$ cat config.mk
export PLATFORM = sky130hd
export DESIGN_NAME = trt_cell
export DESIGN_NICKNAME = d
export VERILOG_FILES = /design/src/rtl/core/trt_pkg.sv /design/src/rtl/core/trt_cell.sv
export SDC_FILE = /design/constraint.sdc
export NUM_CORES = 1
export LEC_CHECK = 0
export ABC_CLOCK_PERIOD_IN_PS = 3500
export BUFFER_PORTS_ARGS = -buffer_cell sky130_fd_sc_hd__buf_4
export CORE_MARGIN = 2
export CORE_UTILIZATION = 42
export CTS_CLUSTER_DIAMETER = 120
export DETAILED_ROUTE_END_ITERATION = 7
export GPL_TIMING_DRIVEN = 0
export PLACE_DENSITY_LB_ADDON = 0.08
export SETUP_SLACK_MARGIN = 0.05
export SYNTH_ARGS = -nofsm -noshare
export SYNTH_HDL_FRONTEND = slang
export SYNTH_SLANG_ARGS = --single-unit
$ cat constraint.sdc
create_clock -name clk -period 3.5 [get_ports clk]
set_input_delay 0.7 -clock clk [delete_from_list [all_inputs] [get_ports clk]]
set_output_delay 0.7 -clock clk [all_outputs]
set_load 0.005 [all_outputs]
$ cat src/rtl/core/trt_pkg.sv
// Package for the topic registry table: status codes, operation codes and shared types.
// It has no dependencies; trt_cell, topic_registry_table and trt_checker import it.
package trt_pkg;
	localparam logic [2:0] OP_ADD_REMOTE = 3'd0;
	localparam logic [2:0] OP_ADD_CAND   = 3'd1;
	localparam logic [2:0] OP_LOOKUP     = 3'd2;
	localparam logic [2:0] OP_ASSIGN     = 3'd3;
	localparam logic [2:0] OP_NAME_BY_ID = 3'd4;
	localparam logic [2:0] OP_LIST       = 3'd5;

	localparam logic [2:0] ST_OK        = 3'd0;
	localparam logic [2:0] ST_FULL      = 3'd1;
	localparam logic [2:0] ST_EXISTS    = 3'd2;
	localparam logic [2:0] ST_ASSIGNED  = 3'd3;
	localparam logic [2:0] ST_CANDIDATE = 3'd4;
	localparam logic [2:0] ST_ABSENT    = 3'd5;

	localparam int MAX_RESULTS = 32;

	typedef struct packed {
		logic [2:0]  status;
		logic [15:0] id_out;
		logic [3:0]  slot_out;
		logic [7:0]  byte_out;
		logic        any_new;
		logic        run_last;
	} result_t;
endpackage

$ cat src/rtl/core/trt_cell.sv
// One table entry cell: name bytes, length, ID and local flag.
// Uses trt_pkg; compares one key byte per cycle and passes the byte on to its neighbor.
module trt_cell
	import trt_pkg::*;
#(
	parameter int NAME_BYTES = 32,
	parameter int LW = 6,
	parameter int BW = 5
) (
	input  logic          clk,
	input  logic          arst_n,
	input  logic [7:0]    key_in,
	input  logic          kv_in,
	input  logic [BW-1:0] kidx_in,
	output logic [7:0]    key_out,
	output logic          kv_out,
	output logic [BW-1:0] kidx_out,
	input  logic          cmp_clr,
	output logic          mism,
	input  logic          wr_name,
	input  logic [7:0]    wr_byte,
	input  logic [BW-1:0] wr_idx,
	input  logic          wr_len,
	input  logic [LW-1:0] len_val,
	input  logic          wr_id,
	input  logic [15:0]   id_val,
	input  logic          wr_flag,
	input  logic          flag_val,
	input  logic [BW-1:0] rd_idx,
	output logic [7:0]    rd_byte,
	output logic [LW-1:0] len,
	output logic [15:0]   id,
	output logic          flag
);
	logic [7:0]    name_q [NAME_BYTES];
	logic [LW-1:0] len_q;
	logic [15:0]   id_q;
	logic          flag_q;
	logic          mism_q;
	logic [7:0]    key_q;
	logic          kv_q;
	logic [BW-1:0] kidx_q;
	logic [LW-1:0] kidx_ext;

	assign kidx_ext = LW'(kidx_in);

	always_ff @(posedge clk or negedge arst_n) begin
		if (!arst_n) begin
			len_q  <= '0;
			id_q   <= '0;
			flag_q <= 1'b0;
			mism_q <= 1'b0;
			kv_q   <= 1'b0;
			for (int i = 0; i < NAME_BYTES; i++) name_q[i] <= '0;
		end else begin
			kv_q <= kv_in;
			if (cmp_clr) mism_q <= 1'b0;
			else if (kv_in) begin
				if ((kidx_ext < len_q ? name_q[kidx_in] : 8'd0) != key_in) mism_q <= 1'b1;
			end
			if (wr_name) name_q[wr_idx] <= wr_byte;
			if (wr_len) len_q <= len_val;
			if (wr_id) id_q <= id_val;
			if (wr_flag) flag_q <= flag_val;
		end
	end

	always_ff @(posedge clk) begin
		key_q  <= key_in;
		kidx_q <= kidx_in;
	end

	assign key_out  = key_q;
	assign kv_out   = kv_q;
	assign kidx_out = kidx_q;
	assign mism     = mism_q | (len_q == '0);
	assign rd_byte  = (LW'(rd_idx) < len_q) ? name_q[rd_idx] : 8'd0;
	assign len      = len_q;
	assign id       = id_q;
	assign flag     = flag_q;
endmodule

==> impl_results.md <==
* Vias in the first global route at 10.33k
* CTS tree: built
* Seq cells post-synth at 294
* Largest net degree at the start of global routing at 113
* Clock sinks at 294
* Synth Area in XOR/XNOR at 0.1705%
* Routed WL at 47.98 mm
* Filler cells at 3094
* Final setup fails at 0
* RSZ-0062 raised after global routing: yes
* Initial antenna violation count at 1
* Skew final at 14.29 ps
* Share of cells above drive strength 1 at 52.68%
* Core area at 36350 sq um
* EDFF count, synth at 0
* Placer congestion estimate at 0.8705
* Die area at 38230 sq um
* Simple-gate portion of the synthesized area at 4.004%
* Ys flop type: dfrtp_1
* Die W at 195.5 um
* Startpoint types: input pin
* DP Worst Slack at -950.2 ps
* Port Buffer Count at 101
* Worst hold path type: input pin to asynchronous set/reset pin
* Post-synthesis mux area share at 42.15%
* Max Clock Freq at 0.2926 GHz
* Crit end category: output pin
* Rows at 70
* Critical path arrival at 2720 ps
* Post-Syn Area at 15410 sq um
* Clk_lat worst skew at 550 ps
* First-pass GRT wire length at 70.92 mm
* Post-synthesis cell count at 1020
* Final Hold Fails at 0
* Max VDD drop at 506.0 uV
* Detail Placement HPWL at 34.42 mm
* Initial core utilization at 42.39%
* Compound-Gate Fraction of Synth Area at 2.972%
* Antenna Cells at 0
* DRT Pass-1 Iters at 4
* Most common cell after layout, fill and taps aside: mux2_2
* Least-Margin Pin Slew at 1218 ps
* WHS at 134.9 ps
* Leading area contributor after synthesis: dfrtp_1
* Post-synth top area share at 45.64%
* Tot GR Track Use at 25.80%
* CP required at 2800 ps
* Status: completed
* Power Density at 591.3 nW/um^2
* Asr flop ratio synth at 95.58%
* Max Fanout on Critical Path at 10
* Syn Nets at 1090
* Vias per cell at 6.028
* Final period util at 97.63%
* CTS Hold Bufs at 0
* Post-DRT Antenna Nets at 0
* Syn avg cell area at 15.11 sq um
* Minimum clock period at 3417 ps
* Chip height at 195.5 um
* CTS Buf Count at 37
* Max-slew headroom at the worst pin at 18.53%
* Main combinational cell family by area after synthesis: multiplexers
* Max-Cap Viols at 0
* Synth top area cells: dfrtp_1, mux2_2, mux4_2
* DRC viols at 0
* CTS Buffer Depth at 3
* IO Pins at 108
* Final Max Slew Viols at 0
* Count of different cell masters after synthesis at 67
* Post-route setup slack at 82.94 ps
* Drt first-iter violations at 606
* Via count at 10.02k
* Synthesis-to-layout area growth at 19.61%
* CP Class: input pin to output pin
* Area share of fa/ha/maj cells after synthesis at 0.6497%
* Final nets at 1236
* Wire per inst at 28.87 um
* Most frequent cells in the layout: mux2_2, dfrtp_1, mux4_2
* Clock transition at path regs at 60 ps
* Sequential area share after synthesis at 47.33%
* Global route overflow at 0
* Htree depth at 2
* Yosys warns at 0
* Leakage at 7.961 nW
* CTS root buf: clkbuf_16
[logic make-up (layout without fill, tap and decap cells)]
group,after synthesis,after routing
adder cells (fa/ha/maj),8,8
XOR/XNOR,3,3
flip-flops,294,294
AO/OA/AOI/OAI,64,64
AND/OR/NAND/NOR,122,122
buffers and inverters,84,258
multiplexers,445,445
[area by class of cell]
class                   count  area [sq um]  share of cell area (%)
plain buffers              75         554.3                   3.008
clock buffers              51          1122                   6.090
clock inverters            16         244.0                   1.324
inverters                   9         33.78                  0.1833
multi-input cells         642          7726                   41.92
flip-flops and latches    294          7292                   39.57
well taps                 468         585.6                   3.177
repair buffers            107         870.8                   4.725
[layer usage]
| layer | up-vias | global-route usage [%] | part of all wire [%] |
|---|---|---|---|
| met5 | - | 0 | 0 |
| met4 | 0 | 10.26 | 4.1 |
| met3 | 95 | 4.698 | 5.4 |
| met2 | 316 | 41.26 | 47 |
| met1 | 5363 | 35.09 | 44 |
| li1 | 4245 | - | - |
[timing repair]
item,in CTS,in global routing
endpoints found under the hold margin,0,0
resized for setup,63,5
buffers inserted,3,0
setup endpoints to repair,8,3
cloned,1,0
[registers in the layout, indices dropped and copies added (netlist names)]
| register | count |
|---|---|
| flag | 1 |
| name_q | 256 |
| kidx_out | 5 |
| key_out | 8 |
| len | 6 |
| id | 16 |
| mism_q | 1 |
| kv_out | 1 |
[path summary, 6_finish.rpt]
path / startpoint / endpoint / slack (ps) / cells after the start
setup / recovery: rd_idx[0] / rd_byte[3] / 80 / 8
hold / removal: arst_n / name_q[191]$_DFFE_PN0P_ / 130 / 1
setup reg to reg: name_q[166]$_DFFE_PN0P_ / mism_q$_DFFE_PN0P_ / 830 / 8
hold reg to reg: id[11]$_DFFE_PN0P_ / id[11]$_DFFE_PN0P_ / 510 / 1
max in group asynchronous: arst_n / name_q[85]$_DFFE_PN0P_ / 2280 / 2
min in group clk: kv_in / kv_out$_DFF_PN0_ / 290 / 1
[critical path, cell delays in order]
cell and delay (ps):
buf_4 100, buf_12 170, buf_12 190, mux4_2 570
mux4_2 490, mux2i_1 170, nor2_1 110, buf_4 190
[Yosys cell counts (2+ instances only)]
library cell / n
inv_1: 8
o21a_1: 2
buf_4: 3
mux2i_1: 27
nor2b_1: 8
a31oi_1: 4
a22oi_1: 4
nor4_1: 2
a32oi_1: 2
dfxtp_1: 13
o22ai_1: 3
and3b_1: 2
ha_1: 8
clkbuf_1: 49
nand4_1: 2
nand3b_1: 4
dfrtp_1: 281
a221o_1: 3
o21ai_1: 5
nor3_1: 4
xor2_1: 2
a2111oi_0: 2
nand2_1: 31
buf_2: 10
o32ai_1: 2
mux4_2: 133
nor2_1: 41
nor3b_1: 7
nand2b_1: 6
o311ai_1: 2
and3_1: 2
o21ai_0: 10
o221ai_1: 3
buf_12: 2
a211oi_1: 3
nand3_1: 4
buf_1: 5
buf_6: 5
mux2_2: 282
a21oi_1: 7
[where the power goes]
part / internal, mW / switching (mW)
logic: 1.31 / 0.938
registers: 4.02 / 0.433
clock network: 2.63 / 1.57
total: 7.96 / 2.94
[metrics by stage]
step	area [sq um]	total power, mW	setup TNS [ps]	cells	utilization (%)
2_1_floorplan	15410	5.854	0	1020	-
3_3_place_gp	16750	6.645	-260110	1589	46.09
3_5_place_dp	16810	6.710	-7171	1591	46.26
4_1_cts	18420	10.96	0	1662	50.67
5_1_grt	18430	11.33	0	1662	50.70
6_report	18430	10.90	0	1662	50.70
Power figures use the tool's default switching activity.
